`src/design/fixed_forest_classifier_top_defines.svh`:
```
// ----------------------------------------------------------------------------
// fixed_forest_classifier_top_defines
// assertion macros used by the classifier top module
// ----------------------------------------------------------------------------
`ifndef FIXED_FOREST_CLASSIFIER_TOP_DEFINES_SVH
`define FIXED_FOREST_CLASSIFIER_TOP_DEFINES_SVH

// same-cycle implication, checked outside reset
`define FFC_ASSERT_NOW(label, clk, rst, ante, cons) \
  label: assert property (@(posedge clk) disable iff (rst) (ante) |-> (cons)) \
    else $error("ffc check failed");

// next-cycle implication, checked outside reset
`define FFC_ASSERT_NEXT(label, clk, rst, ante, cons) \
  label: assert property (@(posedge clk) disable iff (rst) (ante) |=> (cons)) \
    else $error("ffc check failed");

`endif

```
`src/design/ffc_pkg.sv`:
```
// ----------------------------------------------------------------------------
// ffc_pkg
// classes, thresholds and tree functions of the fixed forest classifier
// ----------------------------------------------------------------------------
package ffc_pkg;

  localparam int NumTrees  = 10;
  localparam int FeatW     = 12;
  localparam int CountW    = 4;
  localparam int TreeIdxW  = $clog2(NumTrees);
  localparam int VotesW    = 2 * NumTrees;
  localparam int InDataW   = 48;
  localparam int OutDataW  = 40;

  typedef enum logic [1:0] {
    ClassZero = 2'd0,
    ClassOne  = 2'd1,
    ClassTwo  = 2'd2
  } class_t;

  typedef logic [FeatW-1:0] feat_t;

  // thresholds in hundredths
  localparam feat_t Thr80  = 12'd80;
  localparam feat_t Thr125 = 12'd125;
  localparam feat_t Thr155 = 12'd155;
  localparam feat_t Thr165 = 12'd165;
  localparam feat_t Thr170 = 12'd170;
  localparam feat_t Thr180 = 12'd180;
  localparam feat_t Thr225 = 12'd225;
  localparam feat_t Thr235 = 12'd235;
  localparam feat_t Thr245 = 12'd245;
  localparam feat_t Thr255 = 12'd255;
  localparam feat_t Thr260 = 12'd260;
  localparam feat_t Thr265 = 12'd265;
  localparam feat_t Thr275 = 12'd275;
  localparam feat_t Thr285 = 12'd285;
  localparam feat_t Thr290 = 12'd290;
  localparam feat_t Thr295 = 12'd295;
  localparam feat_t Thr315 = 12'd315;
  localparam feat_t Thr475 = 12'd475;
  localparam feat_t Thr485 = 12'd485;
  localparam feat_t Thr490 = 12'd490;
  localparam feat_t Thr495 = 12'd495;
  localparam feat_t Thr500 = 12'd500;
  localparam feat_t Thr545 = 12'd545;
  localparam feat_t Thr555 = 12'd555;
  localparam feat_t Thr605 = 12'd605;
  localparam feat_t Thr620 = 12'd620;
  localparam feat_t Thr635 = 12'd635;
  localparam feat_t Thr650 = 12'd650;
  localparam feat_t Thr685 = 12'd685;

  function automatic class_t tree_class(input logic [TreeIdxW-1:0] k, input feat_t f1,
                                        input feat_t f2, input feat_t f3, input feat_t f4);
    class_t c;
    case (k)
      4'd0: begin
        if (f4 <= Thr80) c = ClassZero;
        else if (f3 <= Thr495) c = (f4 <= Thr170) ? ClassOne : ClassTwo;
        else c = ClassTwo;
      end
      4'd1: begin
        if (f4 <= Thr80) c = ClassZero;
        else if (f4 > Thr170) c = ClassTwo;
        else if (f3 <= Thr495) c = ClassOne;
        else if (f2 <= Thr265) c = ClassTwo;
        else c = (f2 <= Thr275) ? ClassOne : ClassTwo;
      end
      4'd2: begin
        if (f1 <= Thr555) c = (f4 <= Thr80) ? ClassZero : ClassOne;
        else if (f3 <= Thr475) c = ClassZero;
        else if (f4 <= Thr165) c = (f2 <= Thr295) ? ClassTwo : ClassOne;
        else c = ClassTwo;
      end
      4'd3: begin
        if (f1 <= Thr555) c = (f2 <= Thr285) ? ClassOne : ClassZero;
        else if (f2 <= Thr265) begin
          if (f2 <= Thr235) c = (f4 <= Thr125) ? ClassOne : ClassTwo;
          else c = ClassTwo;
        end else c = (f4 <= Thr125) ? ClassOne : ClassTwo;
      end
      4'd4: begin
        if (f4 <= Thr80) c = ClassZero;
        else if (f4 > Thr170) c = ClassTwo;
        else if (f3 <= Thr495) c = ClassOne;
        else c = (f4 <= Thr155) ? ClassTwo : ClassOne;
      end
      4'd5: begin
        if (f4 <= Thr80) c = ClassZero;
        else if (f4 <= Thr475) c = ClassOne;
        else if (f2 <= Thr275) begin
          if (f4 > Thr170) c = ClassTwo;
          else if (f1 <= Thr605) c = (f2 <= Thr245) ? ClassTwo : ClassOne;
          else c = ClassTwo;
        end else if (f1 <= Thr605) c = (f2 <= Thr245) ? ClassTwo : ClassOne;
        else c = ClassTwo;
      end
      4'd6: begin
        if (f4 > Thr170) c = ClassTwo;
        else if (f3 <= Thr260) c = ClassZero;
        else if (f2 <= Thr225) c = (f4 <= Thr125) ? ClassOne : ClassTwo;
        else if (f1 <= Thr620) c = ClassOne;
        else if (f1 <= Thr635) c = (f3 <= Thr490) ? ClassOne : ClassTwo;
        else c = ClassOne;
      end
      4'd7: begin
        if (f3 <= Thr475) c = (f3 <= Thr260) ? ClassZero : ClassOne;
        else if (f3 <= Thr485) begin
          if (f2 <= Thr290) c = (f1 <= Thr650) ? ClassTwo : ClassOne;
          else c = ClassTwo;
        end else c = ClassTwo;
      end
      4'd8: begin
        if (f4 > Thr170) c = ClassTwo;
        else if (f1 <= Thr545) c = (f3 <= Thr260) ? ClassZero : ClassOne;
        else if (f3 <= Thr255) c = ClassZero;
        else if (f2 <= Thr225) c = ClassTwo;
        else if (f3 <= Thr500) c = ClassOne;
        else c = (f1 <= Thr650) ? ClassOne : ClassTwo;
      end
      default: begin
        if (f3 <= Thr260) c = ClassZero;
        else if (f3 <= Thr475) c = ClassOne;
        else if (f2 <= Thr275) c = (f4 <= Thr170) ? ClassOne : ClassTwo;
        else if (f1 <= Thr685) c = ClassOne;
        else if (f2 <= Thr315) c = (f4 <= Thr180) ? ClassOne : ClassTwo;
        else c = ClassTwo;
      end
    endcase
    return c;
  endfunction

  // population count of the per-tree match flags, split in two halves
  function automatic logic [CountW-1:0] count_flags(input logic [NumTrees-1:0] flags);
    logic [CountW-1:0] lo;
    logic [CountW-1:0] hi;
    lo = '0;
    hi = '0;
    for (int i = 0; i < NumTrees / 2; i++) begin
      lo = lo + CountW'(flags[i]);
      hi = hi + CountW'(flags[i + NumTrees / 2]);
    end
    return lo + hi;
  endfunction

endpackage

```
`src/design/fixed_forest_classifier_top.sv`:
```
// an accepted item's features are registered in stage one, its result in stage two
// throughput: one item per cycle while the output is not stalled, stage one holds the features, stage two the result
// the ten trees, the vote counts and the winner pick sit between the two stages
// s_axis_tready drops only while both stages are full and the output is stalled
// reset clears both stage valid flags; the data registers are not reset
// ----------------------------------------------------------------------------
// fixed_forest_classifier_top
// ten fixed decision trees with a majority vote over a four-feature sample
// ----------------------------------------------------------------------------
`include "fixed_forest_classifier_top_defines.svh"

module fixed_forest_classifier_top (
  input  logic                           clk,
  input  logic                           rst,
  input  logic                           s_axis_tvalid,
  output logic                           s_axis_tready,
  // sepal_length, sepal_width, petal_length, petal_width (12 bits each)
  input  logic [ffc_pkg::InDataW-1:0]    s_axis_tdata,
  output logic                           m_axis_tvalid,
  input  logic                           m_axis_tready,
  // predicted_class (2), votes_class_zero (4), votes_class_one (4),
  // votes_class_two (4), tree_votes (20), zero fill (6)
  output logic [ffc_pkg::OutDataW-1:0]   m_axis_tdata
);

  localparam int CW = ffc_pkg::CountW;
  localparam int NT = ffc_pkg::NumTrees;

  logic           s1_valid;
  ffc_pkg::feat_t f1;
  ffc_pkg::feat_t f2;
  ffc_pkg::feat_t f3;
  ffc_pkg::feat_t f4;

  logic                          out_valid;
  ffc_pkg::class_t               predicted_class;
  logic [CW-1:0]                 votes_class_zero;
  logic [CW-1:0]                 votes_class_one;
  logic [CW-1:0]                 votes_class_two;
  logic [ffc_pkg::VotesW-1:0]    tree_votes;

  ffc_pkg::class_t               tree_cls [NT];
  logic [NT-1:0]                 is_zero;
  logic [NT-1:0]                 is_one;
  logic [NT-1:0]                 is_two;
  logic [ffc_pkg::VotesW-1:0]    tree_votes_next;
  logic [CW-1:0]                 cnt0_next;
  logic [CW-1:0]                 cnt1_next;
  logic [CW-1:0]                 cnt2_next;
  ffc_pkg::class_t               predicted_class_next;

  logic out_adv;
  logic s1_adv;

  assign out_adv       = !out_valid || m_axis_tready;
  assign s1_adv        = !s1_valid || out_adv;
  assign s_axis_tready = s1_adv;
  assign m_axis_tvalid = out_valid;

  // stage one: feature register
  always_ff @(posedge clk) begin
    if (rst) begin
      s1_valid <= 1'b0;
    end else if (s1_adv) begin
      s1_valid <= s_axis_tvalid;
    end
    if (s1_adv && s_axis_tvalid) begin
      f1 <= s_axis_tdata[11:0];
      f2 <= s_axis_tdata[23:12];
      f3 <= s_axis_tdata[35:24];
      f4 <= s_axis_tdata[47:36];
    end
  end

  // tree evaluation and vote
  always_comb begin
    tree_votes_next = '0;
    for (int k = 0; k < NT; k++) begin
      tree_cls[k] = ffc_pkg::tree_class(ffc_pkg::TreeIdxW'(k), f1, f2, f3, f4);
      is_zero[k]  = (tree_cls[k] == ffc_pkg::ClassZero);
      is_one[k]   = (tree_cls[k] == ffc_pkg::ClassOne);
      is_two[k]   = (tree_cls[k] == ffc_pkg::ClassTwo);
      tree_votes_next[2*k +: 2] = tree_cls[k];
    end
    cnt0_next = ffc_pkg::count_flags(is_zero);
    cnt1_next = ffc_pkg::count_flags(is_one);
    cnt2_next = ffc_pkg::count_flags(is_two);
    // ties favor the lower class
    if (cnt0_next >= cnt1_next && cnt0_next >= cnt2_next) begin
      predicted_class_next = ffc_pkg::ClassZero;
    end else if (cnt1_next >= cnt2_next) begin
      predicted_class_next = ffc_pkg::ClassOne;
    end else begin
      predicted_class_next = ffc_pkg::ClassTwo;
    end
  end

  // stage two: result register
  always_ff @(posedge clk) begin
    if (rst) begin
      out_valid <= 1'b0;
    end else if (out_adv) begin
      out_valid <= s1_valid;
    end
    if (out_adv && s1_valid) begin
      predicted_class  <= predicted_class_next;
      votes_class_zero <= cnt0_next;
      votes_class_one  <= cnt1_next;
      votes_class_two  <= cnt2_next;
      tree_votes       <= tree_votes_next;
    end
  end

  assign m_axis_tdata = {6'b0, tree_votes, votes_class_two, votes_class_one,
                         votes_class_zero, predicted_class};

  `FFC_ASSERT_NOW(a_vote_total, clk, rst, out_valid,
    ({1'b0, votes_class_zero} + {1'b0, votes_class_one} + {1'b0, votes_class_two})
      == (CW+1)'(NT))
  `FFC_ASSERT_NOW(a_winner_max, clk, rst, out_valid && predicted_class == ffc_pkg::ClassTwo,
    votes_class_two > votes_class_zero && votes_class_two > votes_class_one)
  `FFC_ASSERT_NOW(a_tie_rule, clk, rst, out_valid && predicted_class == ffc_pkg::ClassOne,
    votes_class_one > votes_class_zero && votes_class_one >= votes_class_two)
  `FFC_ASSERT_NEXT(a_result_follows, clk, rst, s1_valid && out_adv, out_valid)

endmodule
```
`config.mk`:
```
export PLATFORM = sky130hd
export DESIGN_NAME = fixed_forest_classifier_top
export DESIGN_NICKNAME = d
export VERILOG_FILES = /design/src/design/ffc_pkg.sv /design/src/design/fixed_forest_classifier_top.sv
export VERILOG_INCLUDE_DIRS = /design/src /design/src/design
export SDC_FILE = /design/constraint.sdc
export NUM_CORES = 1
export LEC_CHECK = 0
export BUFFER_PORTS_ARGS = -buffer_cell sky130_fd_sc_hd__buf_2
export CORE_MARGIN = 2
export CORE_UTILIZATION = 50
export DETAILED_ROUTE_END_ITERATION = 7
export HOLD_SLACK_MARGIN = 0.08
export PLACE_DENSITY = 0.77
export SETUP_SLACK_MARGIN = 0.2
export SLEW_MARGIN = 20
export SYNTH_ARGS = -nofsm -noshare
export SYNTH_HDL_FRONTEND = slang
export SYNTH_SLANG_ARGS = --single-unit
```
`constraint.sdc`:
```
create_clock -name clk -period 5.3 [get_ports clk]
set_clock_uncertainty 0.1 [all_clocks]
set_input_delay 0.53 -clock clk [delete_from_list [all_inputs] [get_ports clk]]
set_output_delay 0.53 -clock clk [all_outputs]
set_load 0.02 [all_outputs]
```
==> flow_metrics.env, run 1 <==
export IMPL_status="finished, violations left"
export IMPL_violations="negative setup slack"
export IMPL_hold_viol=0
export IMPL_yosys_area_share_simple_pct=13.47
export IMPL_dr_pass1_iters=5
export IMPL_rows=34
export IMPL_reg2reg_to="predicted_class[1]"
export IMPL_clock_sinks=84
export IMPL_arrival_ns=5.66
export IMPL_fmax_mhz=177.3
export IMPL_reg2reg_slack_ns=-0.34
export IMPL_worstSetupPathType="flop to flop"
export IMPL_die_w_um=99.52
export IMPL_synth_adder_area_share_pct=11.90
export IMPL_dp_hpwl_mm=7.390
export IMPL_grt_pass1_vias=3360
export IMPL_p_leak_nw=2.345
export IMPL_synthArstFlopShare_pct=0
export IMPL_ir_drop_v=0.0001733
export IMPL_synth_top_family_by_area="compound AO/OA/AOI/OAI gates"
export IMPL_p_sw_uw=498.1
export IMPL_viasPerCell=5.523
export IMPL_numCtsBuffers=9
export IMPL_layout_drive_gt1_share_pct=38.83
export IMPL_coreArea_um2=8806
export IMPL_min_period_over_period_pct=106.4
export IMPL_intPower_mw=1.212
export IMPL_clkLatencyLatePin_ns=0.37
export IMPL_root_buffer="clkbuf_8"
export IMPL_routed_wl_mm=9.767
export IMPL_critPathMaxFanout=3
export IMPL_startpoint="f1[10]"
export IMPL_layout_nets=593
export IMPL_die_area_um2=9904
export IMPL_grtUsageTotal_pct=20.71
export IMPL_wl_per_cell_um=15.68
export IMPL_synth_xor_area_share_pct=0.5760
export IMPL_grt_pass1_wl_mm=16.08
export IMPL_fp_dieH_um=99.52
export IMPL_antenna_found_initial=0
export IMPL_yosysUniqueCellTypes=70
export IMPL_area_growth_pct=27.87
export IMPL_grt_ovfl_total=0
export IMPL_p_per_area_nw_per_um2=293.2
export IMPL_worst_setup_path_end_kind="flop"
export IMPL_report_final_slew_viol_count=0
export IMPL_finalSetupTns_ns=-0.6603
export IMPL_syn_inst=367
export IMPL_syn_avg_cell_area_um2=12.43
export IMPL_worst_pin_slew_ns=0.6172
export IMPL_clkTransAtPathRegs_ns=0.10
export IMPL_synth_compound_area_share_pct=13.82
export IMPL_critPathLaunchType="flop"
export IMPL_cts_hold_buf=0
export IMPL_ys_seq_elements=84
export IMPL_synth_ff_type="edfxtp_1"
export IMPL_post_dp_cell_area_um2=5444
export IMPL_synthMuxAreaShare_pct=0.6583
export IMPL_pwr_share_seq_pct=47.1
export IMPL_synth_edf_count=82
export IMPL_ys_warn_count=0
export IMPL_setup_ws_ns=-0.3396
export IMPL_maxCapViolCount=0
export IMPL_crit_reg2reg_launch="f1[10]"
export IMPL_final_area_um2=5833
export IMPL_dr_total_vias=3441
export IMPL_setup_viol=2
export IMPL_postLayoutCoreUtil_pct=66.24
export IMPL_final_cell_mix="buf_2 (87), edfxtp_1 (82), buf_4 (54), inv_1 (28)"
export IMPL_rsz0062_at_grt="true"
export IMPL_power_frac_clock_pct=28.0
export IMPL_pin_count=94
export IMPL_initial_utilization_pct=51.80
export IMPL_gp_congestion=0.9194
export IMPL_sw_frac_of_total_pct=29.13
export IMPL_htree_num_levels=3
export IMPL_syn_cell_area_um2=4562
export IMPL_power_total_mw=1.710
export IMPL_ys_seq_area_share_pct=54.85
export IMPL_period_needed_ns=5.640
export IMPL_grt_start_max_net_pins=49
export IMPL_cts_buffer_depth=2
export IMPL_worstSetupEndpoint="predicted_class[1]"
export IMPL_hold_path_cell_count=1
export IMPL_ff2ff_path_depth=18
export IMPL_io_buffers=87
export IMPL_hp_class="input pin to flop"
export IMPL_antenna_left=0
export IMPL_p_comb_share_pct=24.9
export IMPL_drt_iter0_drc=184
export IMPL_layout_commonest_cell="buf_2"
export IMPL_cts_tree="yes"
export IMPL_slew_headroom_pct=58.85
export IMPL_critPathRequiredTime_ns=5.32
export IMPL_drc=0
export IMPL_dpl_worst_slack_ns=-0.2992
export IMPL_diodes=0
sequential cells by signal, summed over array words and instances, names as in the netlist:
signal and flops:
f1 12, f2 12, f3 12, f4 12, m_axis_tvalid 1, predicted_class 2
s1_valid 1, tree_votes 20, votes_class_one 4, votes_class_two 4, votes_class_zero 4
how the worst min path moves through the flow:
| stage | start | to | slack (ns) |
|---|---|---|---|
| floorplan | s1_valid | m_axis_tvalid | 0.38 |
| global placement | s1_valid | m_axis_tvalid | 0.39 |
| detailed placement | s1_valid | m_axis_tvalid | 0.42 |
| CTS | rst | m_axis_tvalid | 0.21 |
| global route | s_axis_tdata[3] | f1[3] | 0.20 |
| finish | s_axis_tdata[7] | f1[7] | 0.22 |
logic make-up after synthesis:
logic type / after synthesis
compound gates: 92
xor+xnor: 3
buf+inv: 46
flops: 84
mux: 3
fa+ha+maj: 33
simple gates: 105
other cells: 1
power by group through the flow:
stage | clock (mW) | sequential, mW | combinational (mW)
6_report | 0.480 | 0.805 | 0.425
5_1_grt | 0.513 | 0.812 | 0.473
4_1_cts | 0.485 | 0.807 | 0.407
3_5_place_dp | 0 | 0.821 | 0.374
3_3_place_gp | 0 | 0.819 | 0.359
2_1_floorplan | 0 | 0.844 | 0.237
per-layer routing:
layer / vias up / part of all wire, % / GRT usage, %
met3: 11 / 6.2 / 4.849
met1: 1656 / 42 / 26.69
met2: 121 / 50 / 35.19
li1: 1653 / - / -
met5: - / 0 / 0
met4: 0 / 1.2 / 5.901
cells in the mapped netlist, types with 3 or more instances:
master	instances	area share (%)
a211oi_1	9	1.5
a21o_1	8	1.3
a21oi_1	25	2.7
a31oi_1	3	0.41
and2_1	7	0.96
and3_1	4	0.55
buf_4	6	0.99
clkbuf_1	5	0.41
edfxtp_1	82	54
fa_1	18	7.9
ha_1	13	3.6
inv_1	31	2.6
mux2i_1	3	0.66
nand2_1	11	0.91
nand2b_1	5	0.69
nand3_1	6	0.66
nand4_1	4	0.55
nor2_1	25	2.1
nor2b_1	4	0.55
nor3_1	6	0.66
nor4_1	5	0.69
o21a_1	6	0.99
o21ai_0	12	1.3
o21ai_1	6	0.66
or3_1	5	0.69
critical path: stages, from the launching register on:
cell      delay [ns]
edfxtp_1        0.44
or4b_4          0.59
nor3b_4         0.24
nand3_2         0.13
a221oi_4        0.27
buf_4           0.17
o21ai_2         0.06
fa_1            0.50
fa_1            0.57
inv_2           0.04
fa_1            0.50
ha_2            0.19
inv_2           0.04
fa_1            0.46
ha_1            0.30
a21oi_1         0.06
maj3_2          0.36
a211oi_4        0.29
nor3b_2         0.07
layout make-up:
type / instances / area, um2
fill: 666 / 2973
sequential: 84 / 2502
multi-input combinational: 242 / 2028
timing repair buffer: 141 / 840.8
tap: 108 / 135.1
clock buffer: 9 / 123.9
inverter: 32 / 120.1
clock inverter: 7 / 82.58
timing repair:
action | CTS | global route
buffers inserted | 3 | 6
setup endpoints to repair | 2 | 2
resized for setup | 4 | 14
gates cloned | 0 | 0
pin swaps | 4 | 22
per-stage QoR:
step	hold WS [ns]	std cells
after CTS	0.2132	617
final	0.2206	623
after detailed placement	0.4225	598
after global routing	0.2001	623
after floorplan	0.3778	372
after global placement	0.3899	598
Power figures use the tool's default switching activity.
==> run 2, diff against run 1 <==
--- a/config.mk
+++ b/config.mk
@@ -7,7 +7,7 @@
 export NUM_CORES = 1
 export LEC_CHECK = 0
 export BUFFER_PORTS_ARGS = -buffer_cell sky130_fd_sc_hd__buf_2
-export CORE_MARGIN = 2
+export CORE_MARGIN = 5
 export CORE_UTILIZATION = 50
 export DETAILED_ROUTE_END_ITERATION = 7
 export HOLD_SLACK_MARGIN = 0.08
==> flow_metrics.env, run 2 (synthesized netlist as in run 1, its figures left out) <==
export IMPL_htree_num_levels=3
export IMPL_rows=34
export IMPL_ir_drop_v=0.0001992
export IMPL_dpl_cell_count=599
export IMPL_cts_hold_buf=0
export IMPL_layout_commonest_cell="buf_2"
export IMPL_dr_total_vias=3413
export IMPL_final_cell_mix="buf_2 (87), edfxtp_1 (82), buf_4 (54), inv_1 (29), nor2_1 (25)"
export IMPL_fp_dieH_um=105.5
export IMPL_critical_path_slowest_cell="fa_1"
export IMPL_area_growth_pct=28.20
export IMPL_clkLatencyLatePin_ns=0.36
export IMPL_arrival_ns=5.59
export IMPL_path_buf_inv=4
export IMPL_hold_path_cell_count=2
export IMPL_pwr_share_seq_pct=44.8
export IMPL_io_buffers=87
export IMPL_grt_pass1_wl_mm=16.41
export IMPL_intPower_mw=1.310
export IMPL_hp_class="input pin to flop"
export IMPL_largest_register="tree_votes"
export IMPL_slew_headroom_pct=31.18
export IMPL_pin_count=94
export IMPL_maxCapViolCount=0
export IMPL_status="finished, violations left"
export IMPL_finalSetupTns_ns=-0.3349
export IMPL_hold_viol=0
export IMPL_p_sw_uw=484.3
export IMPL_cts_buffer_depth=2
export IMPL_p_leak_nw=2.373
export IMPL_rsz0062_at_grt="true"
export IMPL_postLayoutCoreUtil_pct=66.41
export IMPL_layout_nets=594
export IMPL_grt_ovfl_total=0
export IMPL_grtUsageTotal_pct=18.43
export IMPL_sw_frac_of_total_pct=26.99
export IMPL_critPathMaxFanout=2
export IMPL_violations="negative setup slack"
export IMPL_root_buffer="clkbuf_8"
export IMPL_numCtsBuffers=9
export IMPL_antenna_left=0
export IMPL_setup_ws_ns=-0.1822
export IMPL_worst_setup_path_end_kind="flop"
export IMPL_viasPerCell=5.470
export IMPL_clkTransAtPathRegs_ns=0.09
export IMPL_dpl_worst_slack_ns=-0.2241
export IMPL_fin_cells=624
export IMPL_coreArea_um2=8806
export IMPL_critPathMostFrequentCell="fa_1"
export IMPL_wl_per_cell_um=15.74
export IMPL_holdPathEnd="s1_valid"
export IMPL_min_period_over_period_pct=103.4
export IMPL_hp_start="rst"
export IMPL_initial_utilization_pct=51.80
export IMPL_critPathLaunchType="flop"
export IMPL_fillerInstances=674
export IMPL_cpLargestDelayFamily="adder cells"
export IMPL_clock_sinks=84
export IMPL_grt_start_max_net_pins=49
export IMPL_report_final_slew_viol_count=0
export IMPL_dr_pass1_iters=5
export IMPL_layout_drive_gt1_share_pct=37.98
export IMPL_post_dp_cell_area_um2=5451
export IMPL_grt_pass1_vias=3434
export IMPL_fmax_mhz=182.4
export IMPL_gp_congestion=0.9258
export IMPL_reg2reg_to="predicted_class[1]"
export IMPL_die_w_um=105.5
export IMPL_cts_tree="yes"
export IMPL_ff2ff_path_depth=19
export IMPL_drt_iter0_drc=165
export IMPL_routed_wl_mm=9.823
export IMPL_dp_hpwl_mm=7.716
export IMPL_cp_slowest_stage_delay_ns=0.54
export IMPL_final_area_um2=5848
export IMPL_power_frac_clock_pct=31.1
export IMPL_antenna_found_initial=0
export IMPL_worst_pin_slew_ns=1.032
export IMPL_reg2reg_slack_ns=-0.18
export IMPL_crit_reg2reg_launch="f1[11]"
export IMPL_period_needed_ns=5.482
export IMPL_cp_cell_sequence="buf_6 > nor4b_4 > nand4_1 > o32a_1 > o21a_1 > or2_1 > fa_1 > fa_1 > inv_1 > fa_1 > ha_2 > inv_2 > fa_1 > inv_1 > ha_1 > a21o_1 > maj3_2 > a21oi_2 > nor3b_2"
export IMPL_setup_viol=2
export IMPL_power_total_mw=1.794
export IMPL_p_per_area_nw_per_um2=306.8
export IMPL_diodes=0
export IMPL_largest_register_ffs=20
export IMPL_die_area_um2=11130
export IMPL_critPathRequiredTime_ns=5.40
export IMPL_worstSetupPathType="flop to flop"
export IMPL_p_comb_share_pct=24.1
export IMPL_drc=0
export IMPL_whs_ns=0.2402
-- run 2: timing repair --
| item | CTS | global route |
|---|---|---|
| setup buffers | 5 | 4 |
| resized for setup | 6 | 6 |
| pin swaps | 3 | 16 |
| endpoints found under the setup margin | 2 | 2 |
-- run 2: how the worst max path moves through the flow --
| stage | startpoint | end | slack, ns | depth (start not counted) |
|---|---|---|---|---|
| finish | f1[11] | predicted_class[1] | -0.18 | 19 |
| global route | f1[10] | predicted_class[1] | -0.45 | 19 |
| CTS | f1[11] | predicted_class[1] | -0.19 | 18 |
| detailed placement | f1[11] | predicted_class[1] | -0.22 | 18 |
| global placement | f1[11] | predicted_class[0] | -0.08 | 18 |
| floorplan | f1[11] | predicted_class[1] | 0.03 | 17 |
-- run 2: power groups by stage --
stage	Combinational, mW	Sequential, mW	Clock [mW]
floorplan	0.237	0.844	0
global placement	0.363	0.818	0
detailed placement	0.381	0.820	0
CTS	0.404	0.804	0.568
global route	0.482	0.810	0.598
finish	0.433	0.804	0.557
-- run 2: layout make-up --
| cell class | count | area (um2) | area share, % |
|---|---|---|---|
| clock buffer | 9 | 123.9 | 2.118 |
| clock inverter | 7 | 121.4 | 2.075 |
| inverter | 32 | 120.1 | 2.054 |
| multi-input combinational | 242 | 1993 | 34.08 |
| sequential | 84 | 2502 | 42.79 |
| tap | 108 | 135.1 | 2.311 |
| timing repair buffer | 142 | 852.1 | 14.57 |
-- run 2: worst register-to-register path: stages (launching register included) --
cell and delay [ns]:
edfxtp_1 0.42, buf_6 0.14, nor4b_4 0.29, nand4_1 0.15, o32a_1 0.33, o21a_1 0.18, or2_1 0.24, fa_1 0.48
fa_1 0.49, inv_1 0.05, fa_1 0.54, ha_2 0.20, inv_2 0.04, fa_1 0.52, inv_1 0.07, ha_1 0.27
a21o_1 0.16, maj3_2 0.32, a21oi_2 0.15, nor3b_2 0.18
-- run 2: metal layers --
metal	part of all wire, %	global-route usage (%)
met1	41	23.98
met2	50	31.24
met3	7.9	4.218
met4	1.6	4.995
met5	0	0
==> run 3, diff against run 2 <==
--- a/config.mk
+++ b/config.mk
@@ -7,7 +7,7 @@
 export NUM_CORES = 1
 export LEC_CHECK = 0
 export BUFFER_PORTS_ARGS = -buffer_cell sky130_fd_sc_hd__buf_2
-export CORE_MARGIN = 5
+export CORE_MARGIN = 1
 export CORE_UTILIZATION = 50
 export DETAILED_ROUTE_END_ITERATION = 7
 export HOLD_SLACK_MARGIN = 0.08
==> flow_metrics.env, run 3 (synthesized netlist as in run 1, its figures left out) <==
export IMPL_grt_pass1_wl_mm=15.58
export IMPL_pwr_share_seq_pct=48.0
export IMPL_hold_path_cell_count=2
export IMPL_status="finished, violations left"
export IMPL_drt_iter0_drc=155
export IMPL_largest_register="tree_votes"
export IMPL_critPathMostFrequentCell="fa_1"
export IMPL_hp_class="input pin to flop"
export IMPL_grtUsageTotal_pct=21.07
export IMPL_cts_buffer_depth=2
export IMPL_path_buf_inv=4
export IMPL_cts_tree="yes"
export IMPL_period_needed_ns=5.489
export IMPL_worst_setup_path_end_kind="flop"
export IMPL_clock_sinks=84
export IMPL_dp_hpwl_mm=7.168
export IMPL_layout_drive_gt1_share_pct=38.28
export IMPL_root_buffer="clkbuf_8"
export IMPL_antenna_found_initial=0
export IMPL_setup_ws_ns=-0.1892
export IMPL_grt_pass1_vias=3268
export IMPL_hp_start="rst"
export IMPL_maxCapViolCount=0
export IMPL_arrival_ns=5.50
export IMPL_dpl_worst_slack_ns=-0.1596
export IMPL_p_leak_nw=2.326
export IMPL_htree_num_levels=3
export IMPL_fp_dieH_um=97.52
export IMPL_routed_wl_mm=9.432
export IMPL_clkTransAtPathRegs_ns=0.09
export IMPL_slew_headroom_pct=59.86
export IMPL_crit_reg2reg_launch="f1[10]"
export IMPL_die_area_um2=9510
export IMPL_die_w_um=97.52
export IMPL_reg2reg_to="predicted_class[0]"
export IMPL_numCtsBuffers=9
export IMPL_intPower_mw=1.201
export IMPL_setup_viol=2
export IMPL_finalSetupTns_ns=-0.3687
export IMPL_rsz0062_at_grt="true"
export IMPL_viasPerCell=5.516
export IMPL_grt_start_max_net_pins=49
export IMPL_cp_cell_sequence="or4b_4 > buf_4 > o21a_1 > a21oi_1 > nor2b_1 > fa_1 > inv_1 > fa_1 > inv_2 > fa_1 > ha_2 > inv_2 > fa_1 > ha_1 > a21oi_1 > maj3_2 > a211oi_2 > nor3_1"
export IMPL_report_final_slew_viol_count=0
export IMPL_fillerInstances=633
export IMPL_largest_register_ffs=20
export IMPL_ff2ff_path_depth=18
export IMPL_power_frac_clock_pct=27.3
export IMPL_diodes=0
export IMPL_drc=0
export IMPL_layout_nets=590
export IMPL_layout_commonest_cell="buf_2"
export IMPL_hold_viol=0
export IMPL_clkLatencyLatePin_ns=0.36
export IMPL_violations="negative setup slack"
export IMPL_sw_frac_of_total_pct=28.43
export IMPL_dr_total_vias=3420
export IMPL_min_period_over_period_pct=103.6
export IMPL_ir_drop_v=0.0001710
export IMPL_rows=34
export IMPL_gp_congestion=0.8912
export IMPL_critPathLaunchType="flop"
export IMPL_cp_slowest_stage_delay_ns=0.59
export IMPL_cpLargestDelayFamily="adder cells"
export IMPL_critPathRequiredTime_ns=5.31
export IMPL_initial_utilization_pct=52.06
export IMPL_pin_count=94
export IMPL_critPathMaxFanout=3
export IMPL_reg2reg_slack_ns=-0.19
export IMPL_p_sw_uw=477.2
export IMPL_io_buffers=87
export IMPL_wl_per_cell_um=15.21
export IMPL_coreArea_um2=8763
export IMPL_p_comb_share_pct=24.7
export IMPL_grt_ovfl_total=0
export IMPL_critical_path_slowest_cell="or4b_4"
export IMPL_holdPathEnd="s1_valid"
export IMPL_area_growth_pct=26.80
export IMPL_final_cell_mix="buf_2 (87), edfxtp_1 (82), buf_4 (49), inv_1 (26), nor2_1 (25)"
export IMPL_worstSetupPathType="flop to flop"
export IMPL_dr_pass1_iters=5
export IMPL_p_per_area_nw_per_um2=290.2
export IMPL_antenna_left=0
export IMPL_fmax_mhz=182.2
export IMPL_worst_pin_slew_ns=0.6021
export IMPL_power_total_mw=1.679
[run 3: timing repair]
| action | in CTS | in global routing |
|---|---|---|
| setup endpoints to repair | 2 | 2 |
| resized for setup | 4 | 12 |
| hold buffers | 0 | 0 |
| setup buffers | 7 | 3 |
| pin swaps | 2 | 3 |
[run 3: per-stage QoR]
step | instances | cell area, um2 | hold slack (ns) | utilization (%)
3_5_place_dp | 594 | 5414 | 0.4108 | 61.78
6_report | 620 | 5784 | 0.2342 | 66.01
2_1_floorplan | 372 | 4623 | 0.3778 | -
5_1_grt | 620 | 5784 | 0.2211 | 66.01
4_1_cts | 617 | 5707 | 0.2259 | 65.12
3_3_place_gp | 594 | 5414 | 0.3918 | 61.78
[run 3: how the worst max path moves through the flow]
stage / to / slack, ns / start / cells after the start
global route: predicted_class[0] / -0.38 / f1[10] / 18
floorplan: predicted_class[1] / 0.03 / f1[11] / 17
CTS: predicted_class[1] / -0.18 / f1[10] / 19
detailed placement: predicted_class[1] / -0.16 / f1[11] / 18
global placement: predicted_class[0] / -0.07 / f1[11] / 18
finish: predicted_class[0] / -0.19 / f1[10] / 18
[run 3: cell type report]
type                       count  area [um2]  area share [%]
clock buffer                   9       123.9           2.141
clock inverter                 7       76.32           1.319
inverter                      32       120.1           2.077
multi-input combinational    242        2001           34.59
timing repair buffer         138       825.8           14.28
sequential                    84        2502           43.26
tap                          108       135.1           2.336
[run 3: power by group through the flow]
stage / clock (mW) / combinational [mW] / sequential (mW)
6_report: 0.458 / 0.415 / 0.806
5_1_grt: 0.493 / 0.455 / 0.811
3_3_place_gp: 0 / 0.356 / 0.819
2_1_floorplan: 0 / 0.237 / 0.844
3_5_place_dp: 0 / 0.370 / 0.822
4_1_cts: 0.465 / 0.388 / 0.806
[run 3: per-layer routing]
layer / routed length [um] / track usage [%] / vias to the layer above
met4: 218 / 9.502 / 0
met1: 4052 / 26.82 / 1628
li1: - / - / 1642
met2: 4618 / 34.48 / 128
met5: 0 / 0 / -
met3: 542 / 4.676 / 22
